### config.mk
export PLATFORM = sky130hd
export DESIGN_NAME = bsf_front
export DESIGN_NICKNAME = d
export VERILOG_FILES = /design/src/hw/rtl/bsf_pkg.sv /design/src/hw/rtl/bsf_front.sv
export SDC_FILE = /design/constraint.sdc
export NUM_CORES = 1
export LEC_CHECK = 0
export ABC_CLOCK_PERIOD_IN_PS = 3700
export BUFFER_PORTS_ARGS = -buffer_cell sky130_fd_sc_hd__buf_2
export CAP_MARGIN = 25
export CORE_ASPECT_RATIO = 1.5
export CORE_MARGIN = 10
export CORE_UTILIZATION = 40
export DETAILED_ROUTE_END_ITERATION = 8
export PLACE_DENSITY_LB_ADDON = 0.15
export REMOVE_ABC_BUFFERS = 1
export SLEW_MARGIN = 15
export SYNTH_ARGS = -nofsm -noshare
export SYNTH_HDL_FRONTEND = slang
export SYNTH_SLANG_ARGS = --single-unit
### constraint.sdc
create_clock -name clk_i -period 3.7 [get_ports clk_i]
set_clock_uncertainty 0.1 [all_clocks]
set_input_delay 0.555 -clock clk_i [delete_from_list [all_inputs] [get_ports clk_i]]
set_output_delay 0.555 -clock clk_i [all_outputs]
set_load 0.02 [all_outputs]
### src/hw/rtl/bsf_pkg.sv
// Shared types and constants for the IPv4 source blocklist filter.
package bsf_pkg;

  localparam int unsigned TABLE_ENTRIES = 256;
  localparam int unsigned IDX_W = $clog2(TABLE_ENTRIES);
  localparam int unsigned CNT_W = IDX_W + 1;

  typedef enum logic [1:0] {
    OP_FRAME = 2'd0,
    OP_SET   = 2'd1,
    OP_DEL   = 2'd2,
    OP_NONE  = 2'd3
  } op_e;

  typedef enum logic [1:0] {
    ST_OK       = 2'd0,
    ST_FULL     = 2'd1,
    ST_NOTFOUND = 2'd2
  } status_e;

  typedef enum logic {
    KIND_VERDICT = 1'b0,
    KIND_ACK     = 1'b1
  } kind_e;

  typedef enum logic [1:0] {
    CMD_LOOKUP = 2'd0,
    CMD_SET    = 2'd1,
    CMD_DEL    = 2'd2
  } cmd_e;

  typedef struct packed {
    cmd_e        cmd;
    logic        hdr_done;
    logic [31:0] key;
    logic        drop;
  } cmd_t;

endpackage

### src/hw/rtl/bsf_front.sv
// Frame parser and command builder.
module bsf_front import bsf_pkg::*; (
  input  logic        clk_i,
  input  logic        rst_ni,
  input  logic        accept_i,
  input  logic [1:0]  op_i,
  input  logic [7:0]  data_byte_i,
  input  logic        last_byte_i,
  input  logic [31:0] key_address_i,
  input  logic [31:0] entry_value_i,
  output logic        push_o,
  output cmd_t        cmd_o
);

  localparam logic [2:0] PH_ETH  = 3'd0;
  localparam logic [2:0] PH_TAG  = 3'd1;
  localparam logic [2:0] PH_IPV4 = 3'd2;
  localparam logic [2:0] PH_DONE = 3'd3;
  localparam logic [2:0] PH_PASS = 3'd4;

  localparam logic [15:0] TYPE_IPV4 = 16'h0800;
  localparam logic [15:0] TYPE_VLAN = 16'h8100;
  localparam logic [15:0] TYPE_QINQ = 16'h88A8;

  logic [5:0]  off_q, off_d, hs_q, hs_d, rel;
  logic [15:0] et_q, et_d;
  logic [1:0]  tags_q, tags_d;
  logic [2:0]  ph_q, ph_d;
  logic [31:0] sa_q, sa_d;
  logic        disp, may_tag;
  logic [5:0]  nstart;
  op_e         op;

  assign op  = op_e'(op_i);
  assign rel = off_q - hs_q;

  always_comb begin
    off_d   = (off_q < 6'd63) ? off_q + 6'd1 : off_q;
    hs_d    = hs_q;
    et_d    = et_q;
    tags_d  = tags_q;
    ph_d    = ph_q;
    sa_d    = sa_q;
    disp    = 1'b0;
    may_tag = 1'b0;
    nstart  = 6'd14;
    unique case (ph_q)
      PH_ETH: begin
        if (off_q == 6'd12) begin
          et_d = {data_byte_i, 8'h00};
        end else if (off_q == 6'd13) begin
          et_d    = {et_q[15:8], data_byte_i};
          disp    = 1'b1;
          may_tag = 1'b1;
        end
      end
      PH_TAG: begin
        if (rel == 6'd2) begin
          et_d = {data_byte_i, 8'h00};
        end else if (rel == 6'd3) begin
          et_d    = {et_q[15:8], data_byte_i};
          tags_d  = tags_q + 2'd1;
          disp    = 1'b1;
          may_tag = (tags_d < 2'd2);
          nstart  = off_q + 6'd1;
        end
      end
      PH_IPV4: begin
        if (rel >= 6'd12 && rel <= 6'd15) sa_d = {sa_q[23:0], data_byte_i};
        if (rel == 6'd19) ph_d = PH_DONE;
      end
      default: ;
    endcase
    if (disp) begin
      if (may_tag && (et_d == TYPE_VLAN || et_d == TYPE_QINQ)) begin
        ph_d = PH_TAG;
        hs_d = nstart;
      end else if (et_d == TYPE_IPV4) begin
        ph_d = PH_IPV4;
        hs_d = nstart;
      end else begin
        ph_d = PH_PASS;
      end
    end
  end

  always_ff @(posedge clk_i or negedge rst_ni) begin
    if (!rst_ni) begin
      off_q  <= '0;
      hs_q   <= '0;
      et_q   <= '0;
      tags_q <= '0;
      ph_q   <= PH_ETH;
      sa_q   <= '0;
    end else if (accept_i && op == OP_FRAME) begin
      if (last_byte_i) begin
        off_q  <= '0;
        hs_q   <= '0;
        et_q   <= '0;
        tags_q <= '0;
        ph_q   <= PH_ETH;
        sa_q   <= '0;
      end else begin
        off_q  <= off_d;
        hs_q   <= hs_d;
        et_q   <= et_d;
        tags_q <= tags_d;
        ph_q   <= ph_d;
        sa_q   <= sa_d;
      end
    end
  end

  always_comb begin
    push_o       = 1'b0;
    cmd_o.cmd      = CMD_LOOKUP;
    cmd_o.hdr_done = (ph_d == PH_DONE);
    cmd_o.key      = sa_d;
    cmd_o.drop     = (entry_value_i != 32'd0);
    case (op)
      OP_FRAME: push_o = accept_i && last_byte_i;
      OP_SET: begin
        push_o    = accept_i;
        cmd_o.cmd = CMD_SET;
        cmd_o.key = key_address_i;
      end
      OP_DEL: begin
        push_o    = accept_i;
        cmd_o.cmd = CMD_DEL;
        cmd_o.key = key_address_i;
      end
      default: ;
    endcase
  end

endmodule

==> results.md <==
- Met3 usage in global routing: 4.55%
- Via count of the first global-routing pass: 4,462
- Area share of the largest cell type after synthesis: 35.6%
- Final cell count without fillers: roughly 800
- Most numerous cell on the critical path: sky130_fd_sc_hd__inv_2
- I/O pin cnt: 115
- Largest net degree at the start of global routing: 66
- Leakage power figure: 2.87 nW
- Max-capacitance violation count: 0
- Total standard cell area after synthesis: 4560 um^2
- Clock Latency Late Sink: 0.33 ns
- Hold Violations, Final: 0
- Critical path type: reg -> reg
- Global-route wire length before repair: 22,300 um
- Power Dens Cells: around 360 nW/um^2
- Outcome: finished clean
- Final clock period utilization by the worst path: between 90% and 100%
- Total via count in the routed design: 4,615
- Crit path cell chain: inv_2 > ha_4 > inv_2 > fa_2 > a31o_4 > xor2_4 > a211oi_4 > a31oi_2 > mux2_4 > or4b_4 > a31oi_4 > o211ai_1 > o221ai_1
- Area of the multi-input gates: roughly 2900 um^2
- Die width: 107 um
- CTS Sinks: between 60 and 70
- 1st-pass router iterations: 5
- Grt ovf: 0
- Number of buffers inserted by port buffering: 114
- Area of the die: about 16,000 um^2
- Placed Cells: 783
- Count of different cell masters after synthesis: 69
- Max Clock Freq: between 0.2 and 0.3 GHz
- Biggest fanout along the worst timing path: 6
- Half-perimeter wire length of the detailed placement result: between 10,000 and 15,000 um
- Number of warnings issued by yosys: 0
- Number of H-tree branching levels: 3
- Y dimension of the die: approximately 150 um
- Final routed wirelength across all metal layers: 14,400 um
- Post-synth EDFFs: 0
- Top cells by area in the synthesized netlist: sky130_fd_sc_hd__dfrtp_1 (36%), sky130_fd_sc_hd__o21ai_0 (9.6%), sky130_fd_sc_hd__nand2_1 (7.6%)
- Number of rows created at floorplan: 47
- Antenna violations before repair: 0
- Leading cell type by number of instances after synthesis: sky130_fd_sc_hd__nand2_1
- Starting Density: between 40% and 50%
- Headroom to the max-slew limit: 55.1%
- Seq/Total Area, Yosys: 35.6%
- Worst endpoint data arrival time: 3.68 ns
- Drt initial violations: 353
- Fillcell total: 1,051
- Sequential cell area in the final layout: between 1500 and 2000 um^2
- Setup repair after global routing missed its margin: yes
- Predominant post-synthesis flop cell: sky130_fd_sc_hd__dfrtp_1
- Hold-fix buffers, CTS: 0
- Layout overhead on the synthesized area: 30.8%
- Number of DRC violations after detailed routing: 0
- Layout net count: 752
- Most heavily used metal layer in global routing: met2
- Sum of negative setup slack: 0 ns
- Post-placement cell area: 5350 um^2
- Final instance area: 5970 um^2
- Final setup viols: 0
- Global-route total usage across every layer: 16.6%
- Commonest cells in the netlist: sky130_fd_sc_hd__nand2_1 (92), sky130_fd_sc_hd__o21ai_0 (88), sky130_fd_sc_hd__dfrtp_1 (65), sky130_fd_sc_hd__a22oi_1 (45), sky130_fd_sc_hd__mux2i_1 (34)
- Total of flip-flops plus latches after synthesis: 65
- Library cell used as clock root buffer: sky130_fd_sc_hd__clkbuf_16
- Proportion of synthesized flip-flops having asynchronous set or reset: 100%
- Core Footprint: 11,100 um^2
- Max rail drop VDD: between 200 and 250 uV
- Slowest library cell on the worst path: sky130_fd_sc_hd__or4b_4
- Min-Delay Path Class: in -> async
- Worst-Margin Slew: 0.672 ns
- Worst path max stage delay: 0.53 ns
- Mapped Cells: 540
- Antenna-violating nets left: 0
- Number of CTS-inserted buffers: 9
- Final number of max-transition violations: 0
- N_diodes: 0
- TritonCTS clock tree: done
- Fraction of final layout cells sized beyond drive strength 1: a little over 30%
- Category of the worst setup path capture point: flip-flop
- Worst-case clock buffer depth: 2
- Placer's final routability congestion estimate: between 0.8 and 0.9
- Yosys top cell by area: sky130_fd_sc_hd__dfrtp_1
- Avg WL per Cell: about 18 um
- Met1 Track Usage GR: 19.0%
- End-of-flow core utilization: 53.7%
- Grt met2 use: slightly below 30%
- Post-route minimum period: 3.54 ns
- Ratio of routed vias to standard cells: 5.68
- Critical path startpoint category: flip-flop
- Clock transition at the register clock pins on the worst setup and hold paths after CTS: about 0.05 ns
- Worst EP required: 3.83 ns
- Synth Area per Inst: between 8 and 9 um^2
## worst max-delay path: cells and delay by family, from the launching register on
kind | cells | cell delay, ns
muxes | 1 | 0.34
DFF | 1 | 0.38
and+or+nand+nor | 1 | 0.53
xor gates and xnor gates | 1 | 0.17
buffers and inverters | 2 | 0.12
adders and majority gates | 2 | 0.51
AOI/OAI and AO/OA | 6 | 1.30
## report_power, final
group          leakage [nW]  internal (mW)  switching (mW)
combinational          1.94          0.188           0.271
clock                 0.159          0.607           0.307
sequential            0.779          0.746          0.0374
total                  2.87           1.54           0.615
## state kept, by name (all words and copies together), names as in the netlist
name	cells
sa_q	32
et_q	16
hs_q	6
off_q	6
ph_q	3
tags_q	2
## through the flow
stage	total power [mW]	worst slack, ns	hold slack, ns
after floorplan	1.03	-1.79	0.159
after global placement	1.20	0.109	0.365
after detailed placement	1.21	-0.0173	0.370
after CTS	2.13	0.0131	0.0722
after global routing	2.26	-0.0215	0.0907
final	2.16	0.158	0.0622
## final cells by class
type	count	share of cell area [%]
Tap cell	147	3.08
Clock buffer	11	4.07
Sequential cell	65	27.3
Timing Repair Buffer	145	14.4
Clock inverter	5	1.32
Inverter	12	0.755
Multi-Input combinational cell	428	49.1
## final timing paths
| path | startpoint | to | slack, ns | depth (start not counted) |
|---|---|---|---|---|
| max in group asynchronous | rst_ni | off_q[3] | 2.73 | 2 |
| min in group clk_i | et_q[14] | et_q[14] | 0.38 | 2 |
| setup / recovery | off_q[0] | hs_q[2] | 0.16 | 13 |
| hold reg to reg | et_q[14] | et_q[14] | 0.38 | 2 |
| setup reg to reg | off_q[0] | hs_q[2] | 0.16 | 13 |
| hold / removal | rst_ni | sa_q[22] | 0.06 | 1 |
## cell families after synthesis
kind of cell	after synthesis	synth area share (%)
flip-flops	65	35.6
adder cells (fa/ha/maj)	13	3.73
XOR/XNOR	10	2.08
buffers and inverters	48	4.03
multiplexers	38	8.53
AND/OR/NAND/NOR	171	17.8
AO/OA/AOI/OAI	195	28.2
## cell usage in the layout (no fill, tap or decap), drive strengths merged, types with 4 or more instances in the layout
cell type	count
xnor2	6
inv	12
o211ai	5
a31oi	4
xor2	4
nor3	7
ha	12
nand2b	9
a32o	4
nor4	9
o21ai	93
nor2	17
clkbuf	12
dfrtp	65
a22oi	45
mux2	4
buf	144
nand2	92
a21oi	12
a21boi	4
nand4	7
mux2i	34
nand3	10
## repair_timing
action / CTS / global route
endpoints found under the hold margin: 0 / 0
gates cloned: 0 / 2
setup endpoints to repair: 36 / 39
setup buffers: 0 / 11
gates resized for setup: 2 / 35
pin swaps: 2 / 13
## routing by layer
layer / up-vias / share of wire (%)
li1: 2245 / -
met1: 2214 / 40
met2: 134 / 53
met3: 22 / 5.6
met4: 0 / 1.7
met5: - / 0
No activity file was read; power rests on OpenSTA's default activity.
