### src/hw/rtl/bsf_pkg.sv
// Shared types and constants for the IPv4 source blocklist filter.
package bsf_pkg;

  localparam int unsigned TABLE_ENTRIES = 256;
  localparam int unsigned IDX_W = $clog2(TABLE_ENTRIES);
  localparam int unsigned CNT_W = IDX_W + 1;

  typedef enum logic [1:0] {
    OP_FRAME = 2'd0,
    OP_SET   = 2'd1,
    OP_DEL   = 2'd2,
    OP_NONE  = 2'd3
  } op_e;

  typedef enum logic [1:0] {
    ST_OK       = 2'd0,
    ST_FULL     = 2'd1,
    ST_NOTFOUND = 2'd2
  } status_e;

  typedef enum logic {
    KIND_VERDICT = 1'b0,
    KIND_ACK     = 1'b1
  } kind_e;

  typedef enum logic [1:0] {
    CMD_LOOKUP = 2'd0,
    CMD_SET    = 2'd1,
    CMD_DEL    = 2'd2
  } cmd_e;

  typedef struct packed {
    cmd_e        cmd;
    logic        hdr_done;
    logic [31:0] key;
    logic        drop;
  } cmd_t;

endpackage

### src/hw/rtl/bsf_queue.sv
// Two-entry command queue between parser and table engine.
module bsf_queue import bsf_pkg::*; (
  input  logic clk_i,
  input  logic rst_ni,
  input  logic push_i,
  input  cmd_t cmd_i,
  output logic full_o,
  input  logic pop_i,
  output logic avail_o,
  output cmd_t cmd_o
);

  cmd_t       mem_q [2];
  logic       wp_q, rp_q;
  logic [1:0] cnt_q;

  assign full_o  = (cnt_q == 2'd2);
  assign avail_o = (cnt_q != 2'd0);
  assign cmd_o   = mem_q[rp_q];

  always_ff @(posedge clk_i) begin
    if (push_i) mem_q[wp_q] <= cmd_i;
  end

  always_ff @(posedge clk_i or negedge rst_ni) begin
    if (!rst_ni) begin
      wp_q  <= 1'b0;
      rp_q  <= 1'b0;
      cnt_q <= '0;
    end else begin
      if (push_i) wp_q <= ~wp_q;
      if (pop_i) rp_q <= ~rp_q;
      cnt_q <= cnt_q + {1'b0, push_i} - {1'b0, pop_i};
    end
  end

endmodule

### config.mk
export PLATFORM = sky130hd
export DESIGN_NAME = bsf_queue
export DESIGN_NICKNAME = d
export VERILOG_FILES = /design/src/hw/rtl/bsf_pkg.sv /design/src/hw/rtl/bsf_queue.sv
export SDC_FILE = /design/constraint.sdc
export NUM_CORES = 1
export LEC_CHECK = 0
export ABC_AREA = 1
export BUFFER_PORTS_ARGS = -buffer_cell sky130_fd_sc_hd__buf_2
export CAP_MARGIN = 10
export CORE_MARGIN = 2
export CORE_UTILIZATION = 50
export CTS_CLUSTER_SIZE = 24
export DETAILED_ROUTE_END_ITERATION = 7
export PLACE_DENSITY = 0.76
export SYNTH_ARGS = -nofsm -noshare
export SYNTH_HDL_FRONTEND = slang
export SYNTH_SLANG_ARGS = --single-unit
### constraint.sdc
create_clock -name clk_i -period 4.4 [get_ports clk_i]
set_input_delay 0.22 -clock clk_i [delete_from_list [all_inputs] [get_ports clk_i]]
set_output_delay 0.22 -clock clk_i [all_outputs]
set_load 0.02 [all_outputs]
==> results of run 1 <==
-- routing by layer --
layer,vias to the layer above,GRT usage,part of all wire
met5,-,0,0
met4,0,0.0800,0.012
met3,9,0.0418,0.079
met2,55,0.259,0.49
met1,815,0.183,0.42
li1,879,-,-
-- state kept, by name, indices dropped and copies added (netlist names) --
signal  flops
cnt_q       2
mem_q      72
wp_q        1
rp_q        1
-- report_power, final --
group	switching, mW	internal (mW)
clock	0.248	0.259
combinational	0.569	0.270
sequential	0.0895	0.963
total	0.907	1.49
-- worst min-delay path by stage --
stage               startpoint                     end  cells after the start
CTS                   cmd_i[7]   mem_q[1][7]$_DFFE_PP_                      1
floorplan               rst_ni      cnt_q[0]$_DFF_PN0_                      0
finish               cmd_i[20]  mem_q[1][20]$_DFFE_PP_                      1
global placement        rst_ni      cnt_q[0]$_DFF_PN0_                      1
global route          cmd_i[5]   mem_q[0][5]$_DFFE_PP_                      1
detailed placement      rst_ni      cnt_q[0]$_DFF_PN0_                      1
-- through the flow --
| stage | total power, mW | hold WS (ps) | area, um2 | setup WS (ps) | utilization |
|---|---|---|---|---|---|
| 3_5_place_dp | 1.92 | 32.1 | 3440 | 2390 | 0.584 |
| 5_1_grt | 2.55 | 49.2 | 3640 | 1860 | 0.618 |
| 4_1_cts | 2.43 | 56.5 | 3640 | 2020 | 0.618 |
| 6_report | 2.40 | 71.4 | 3640 | 2040 | 0.618 |
| 2_1_floorplan | 1.72 | -75.6 | 3020 | 2040 | - |
| 3_3_place_gp | 1.90 | 31.6 | 3440 | 2440 | 0.584 |
-- layout by cell type (no fill, tap or decap), drive strengths merged, types with 4 or more instances in the layout --
cell and instances:
edfxtp 72, dfrtp 4, clkinv 4, o21ai 36, clkbuf 9, inv 43
nand2 43, buf 79
-- critical path, cell delays in order, from the launching register on --
cell	delay [ps]
dfrtp_2	790
buf_4	560
nand2_1	100
o21ai_1	120
buf_2	190
-- cells by family after synthesis --
kind of cell | count (synthesis) | synth area share
xor gates and xnor gates | 2 | 0.00580
DFF | 76 | 0.748
AOI/OAI and AO/OA | 36 | 0.0969
adders and majority gates | 2 | 0.00828
and+or+nand+nor | 46 | 0.0575
buffers and inverters | 51 | 0.0832
-- final cells by class --
type	instances	area, um2	share of cell area
Inverter	43	161	0.0444
Clock inverter	7	67.6	0.0186
Tap cell	75	93.8	0.0258
Timing Repair Buffer	80	410	0.113
Sequential cell	76	2260	0.622
Multi-Input combinational cell	86	517	0.142
Clock buffer	9	124	0.0341
-- what timing repair did --
action,CTS,global route
endpoints found under the setup margin,0,0
endpoints found under the hold margin,4,0
gates resized for setup,0,0
hold buffers,1,0
==> flow_summary_export.csv, run 1 <==
group,metric,value,unit
die,die_h,81.8,um
synth,synth-edff-count,72,
sta,setup_viol,0,
routing,first_pass_iters,4,
routing,wl,4.85,mm
placement,hpwl,3.30,mm
worst_setup_path,worstPathMaxFanout,41,
cells_and_area,areaGrowthSynthToFinish,20.3,%
synth,yosysTopAreaCell,"edfxtp_1",
routing,avgViaCountPerCell,4.68,
sta,max_slew_margin,0.310,
clock_network,cts_setup_buffers,0,
clock_network,clkTransAtPathRegs,80,ps
cells_and_area,layout-drive-gt1-share,0.419,
min_path,hp-class,"input pin to flop",
worst_setup_path,critPathLaunchType,"flop",
clock_network,cts_tree,"done",
clock_network,clkSinkCount,76,
worst_setup_path,r2r_start,"wp_q$_DFFE_PN0P_",
global_routing,grt_pass1_vias,1689,
worst_setup_path,r2r_cells,3,
worst_setup_path,reg2reg_to,"mem_q[1][2]$_DFFE_PP_",
synth,yosys.cell_count.top_type,"edfxtp_1",
synth,async_flop_share,0.0526,
global_routing,grt_overflow,0,
die,die_x,81.8,um
worst_setup_path,cp-startpoint,"rp_q$_DFFE_PN0P_",
routing,antenna_left,0,
placement,dpl.cell_count,359,
global_routing,grt_pass1_wl,7.50,mm
worst_setup_path,critical_path_class,"flop to primary output",
die,io-pin-count,78,
synth,yosysWarnings,0,
global_routing,grt_max_degree,42,
routing,wire_per_inst,12.9,um
sta,finalSetupTns,0,ps
routing,remaining_drc_errors,0,
die,dieArea,0.00668,mm2
cells_and_area,n_antenna_cell,0,
global_routing,antenna_found_initial,0,
synth,synthCells,213,
worst_setup_path,arrival,2140,ps
clock_network,htreeDepth,3,
clock_network,ctsRootBufferMaster,"clkbuf_8",
sta,maxSlewViolCount,0,
cells_and_area,stdcell_count,376,
synth,syn-num-nets,255,
synth,ys_ff_latch,76,
sta,grt_setup_unrepaired,"no",
die,start_util,0.514,
clock_network,clock_latency,330,ps
worst_setup_path,crit_path_end_kind,"primary output",
routing,drtIter0Drc,119,
sta,hold_violations,0,
worst_setup_path,setup.worst_path.end,"cmd_o[33]",
cells_and_area,final_nets,338,
power_and_ir_drop,leakage,1.58,nW
synth,synth_top_area_frac,0.715,
die,core_area,0.00589,mm2
sta,finClkSkew,6.53,ps
synth,syn_area,0.00302,mm2
die,row_count,28,
status,status,"finished clean",
sta,tightest_slew,1030,ps
clock_network,cts_inserted_buffers,9,
synth,seq_area_frac_synth,0.748,
clock_network,cts_buffer_depth,2,
run,drv_cap,0,
power_and_ir_drop,ir_drop,0.393,mV
synth,synth_flop_cell,"edfxtp_1",
sta,fmax,425,MHz
routing,via_count,1758,
sta,min_period_over_period,0.535,
power_and_ir_drop,power_density,660,mW/mm2
synth,yosys-top-cells-count,"edfxtp_1 (72), inv_1 (43), nand2_1 (43), o21ai_2 (30), buf_6 (8)",
synth,synth.area.top_cells,"edfxtp_1 (72%), o21ai_2 (8.7%), inv_1 (5.3%)",
worst_setup_path,rrSetupSlack,2710,ps
cells_and_area,fillCellCount,475,
sta,final.min_clock_period,2360,ps
global_routing,track_usage,0.154,
worst_setup_path,required,4180,ps
synth,syn_avg_cell_area,14.2,um2
placement,gp_congestion,0.658,
synth,ys_types,12,
placement,numPortBuffers,77,
No activity file was read; power rests on OpenSTA's default activity.
==> run 2, diff against run 1 <==
==> constraint.sdc (replaced) <==
create_clock -name clk_i -period 2.3 [get_ports clk_i]
set_input_delay 0.115 -clock clk_i [delete_from_list [all_inputs] [get_ports clk_i]]
set_output_delay 0.115 -clock clk_i [all_outputs]
set_load 0.02 [all_outputs]
==> flow_summary_export.csv, run 2 (synthesis gave the netlist of run 1 again) <==
group,metric,value,unit
status,status,"finished clean",
global_routing,grt_pass1_wl,8.27,mm
sta,finalSetupTns,0,ps
global_routing,track_usage,0.174,
die,row_count,28,
cells_and_area,final_common_cell,"buf_2",
placement,numPortBuffers,77,
placement,gp_congestion,0.740,
die,die_h,81.8,um
die,die_x,81.8,um
die,start_util,0.514,
clock_network,cts_inserted_buffers,9,
global_routing,antenna_found_initial,0,
power_and_ir_drop,pwr-share-clk,0.199,
clock_network,ctsResizeCount,0,
die,dieArea,0.00668,mm2
sta,hold_violations,0,
power_and_ir_drop,switchingPower,1.75,mW
placement,hpwl,3.42,mm
routing,avgViaCountPerCell,4.66,
sta,fmax,543,MHz
worst_setup_path,crit_family,"flip-flops",
sta,tightest_slew,557,ps
clock_network,cts_setup_buffers,0,
worst_setup_path,arrival,1730,ps
power_and_ir_drop,p_total,4.69,mW
routing,antenna_left,0,
routing,first_pass_iters,4,
worst_setup_path,slowest_delay,770,ps
power_and_ir_drop,seqPwrFrac,0.439,
sta,max_slew_margin,0.628,
cells_and_area,fillCellCount,435,
worst_setup_path,path_buf_inv,2,
sta,finClkSkew,4.40,ps
cells_and_area,regMostFlops,"mem_q",
cells_and_area,post-route-util,0.685,
sta,grt_setup_unrepaired,"no",
cells_and_area,largest_reg_flops,72,
min_path,hp-class,"input pin to flop",
routing,via_count,1928,
cells_and_area,final_nets,376,
sta,final.min_clock_period,1840,ps
power_and_ir_drop,power_density,1160,mW/mm2
clock_network,cts_buffer_depth,2,
routing,remaining_drc_errors,0,
clock_network,ctsRootBufferMaster,"clkbuf_8",
clock_network,clkTransAtPathRegs,70,ps
sta,maxSlewViolCount,0,
sta,min_period_over_period,0.801,
clock_network,clock_latency,330,ps
power_and_ir_drop,p_int,2.94,mW
routing,wl,5.51,mm
worst_setup_path,worstPathMaxFanout,42,
global_routing,grt_overflow,0,
clock_network,htreeDepth,3,
routing,wire_per_inst,13.3,um
clock_network,cts_tree,"done",
cells_and_area,layout-drive-gt1-share,0.369,
power_and_ir_drop,leakage,1.75,nW
power_and_ir_drop,swShare,0.373,
cells_and_area,top_regs,"mem_q (72), cnt_q (2)",
global_routing,grt_max_degree,43,
die,core_area,0.00589,mm2
routing,drtIter0Drc,121,
cells_and_area,layout_common_cells,"buf_2 (77), edfxtp_1 (72), inv_1 (43), nand2_1 (43), dlygate4sd3_1 (38)",
worst_setup_path,critical_path_class,"flop to primary output",
worst_setup_path,rrSetupSlack,840,ps
worst_setup_path,crit_chain,"buf_12 -> nand2_1 -> o21ai_2 -> buf_2",
sta,setup_viol,0,
run,drv_cap,0,
cells_and_area,areaGrowthSynthToFinish,33.4,%
worst_setup_path,critPathLaunchType,"flop",
worst_setup_path,required,2180,ps
cells_and_area,n_antenna_cell,0,
clock_network,cts_hold_buf,38,
worst_setup_path,crit_path_end_kind,"primary output",
placement,preCtsSetupSlack,808,ps
power_and_ir_drop,combPwrFrac,0.362,
worst_setup_path,slowest_stage,"dfrtp_4",
clock_network,clkSinkCount,76,
die,io-pin-count,78,
sta,setup_slack,457,ps
power_and_ir_drop,ir_drop,0.819,mV
global_routing,grt_pass1_vias,1809,
run 2: path summary, 6_finish.rpt:
check / to / depth (start not counted) / start
max: cmd_o[8] / 4 / rp_q$_DFFE_PN0P_
min: wp_q$_DFFE_PN0P_ / 2 / push_i
max reg2reg: mem_q[0][22]$_DFFE_PP_ / 2 / wp_q$_DFFE_PN0P_
min reg2reg: wp_q$_DFFE_PN0P_ / 1 / wp_q$_DFFE_PN0P_
max in group asynchronous: rp_q$_DFFE_PN0P_ / 2 / rst_ni
min in group asynchronous: cnt_q[0]$_DFF_PN0_ / 2 / rst_ni
run 2: routing by layer:
metal / global-route usage / vias to the layer above / wire length, um
met5: 0 / - / 0
met4: 0.107 / 0 / 164
met3: 0.0330 / 13 / 250
met2: 0.295 / 51 / 2910
met1: 0.205 / 907 / 2190
li1: - / 957 / -
run 2: stage by stage:
stage	area (um2)	hold WS, ps	std cells
2_1_floorplan	3030	-181	213
6_report	4030	23.6	414
3_5_place_dp	3470	-74.9	360
4_1_cts	4030	9.95	414
5_1_grt	4030	38.9	414
3_3_place_gp	3470	-75.8	360
run 2: power by group through the flow:
stage / clock, mW / sequential, mW / combinational [mW]
3_3_place_gp: 0 / 2.07 / 1.62
4_1_cts: 0.949 / 2.06 / 1.72
2_1_floorplan: 0 / 1.93 / 1.35
3_5_place_dp: 0 / 2.08 / 1.67
6_report: 0.933 / 2.06 / 1.70
5_1_grt: 1.01 / 2.09 / 1.85
run 2: cell type report:
cell class | count | area (um2) | area share
Clock buffer | 10 | 128 | 0.0316
Clock inverter | 6 | 55.1 | 0.0136
Inverter | 43 | 161 | 0.0400
Multi-Input combinational cell | 86 | 517 | 0.128
Sequential cell | 76 | 2270 | 0.562
Tap cell | 75 | 93.8 | 0.0233
Timing Repair Buffer | 118 | 813 | 0.202
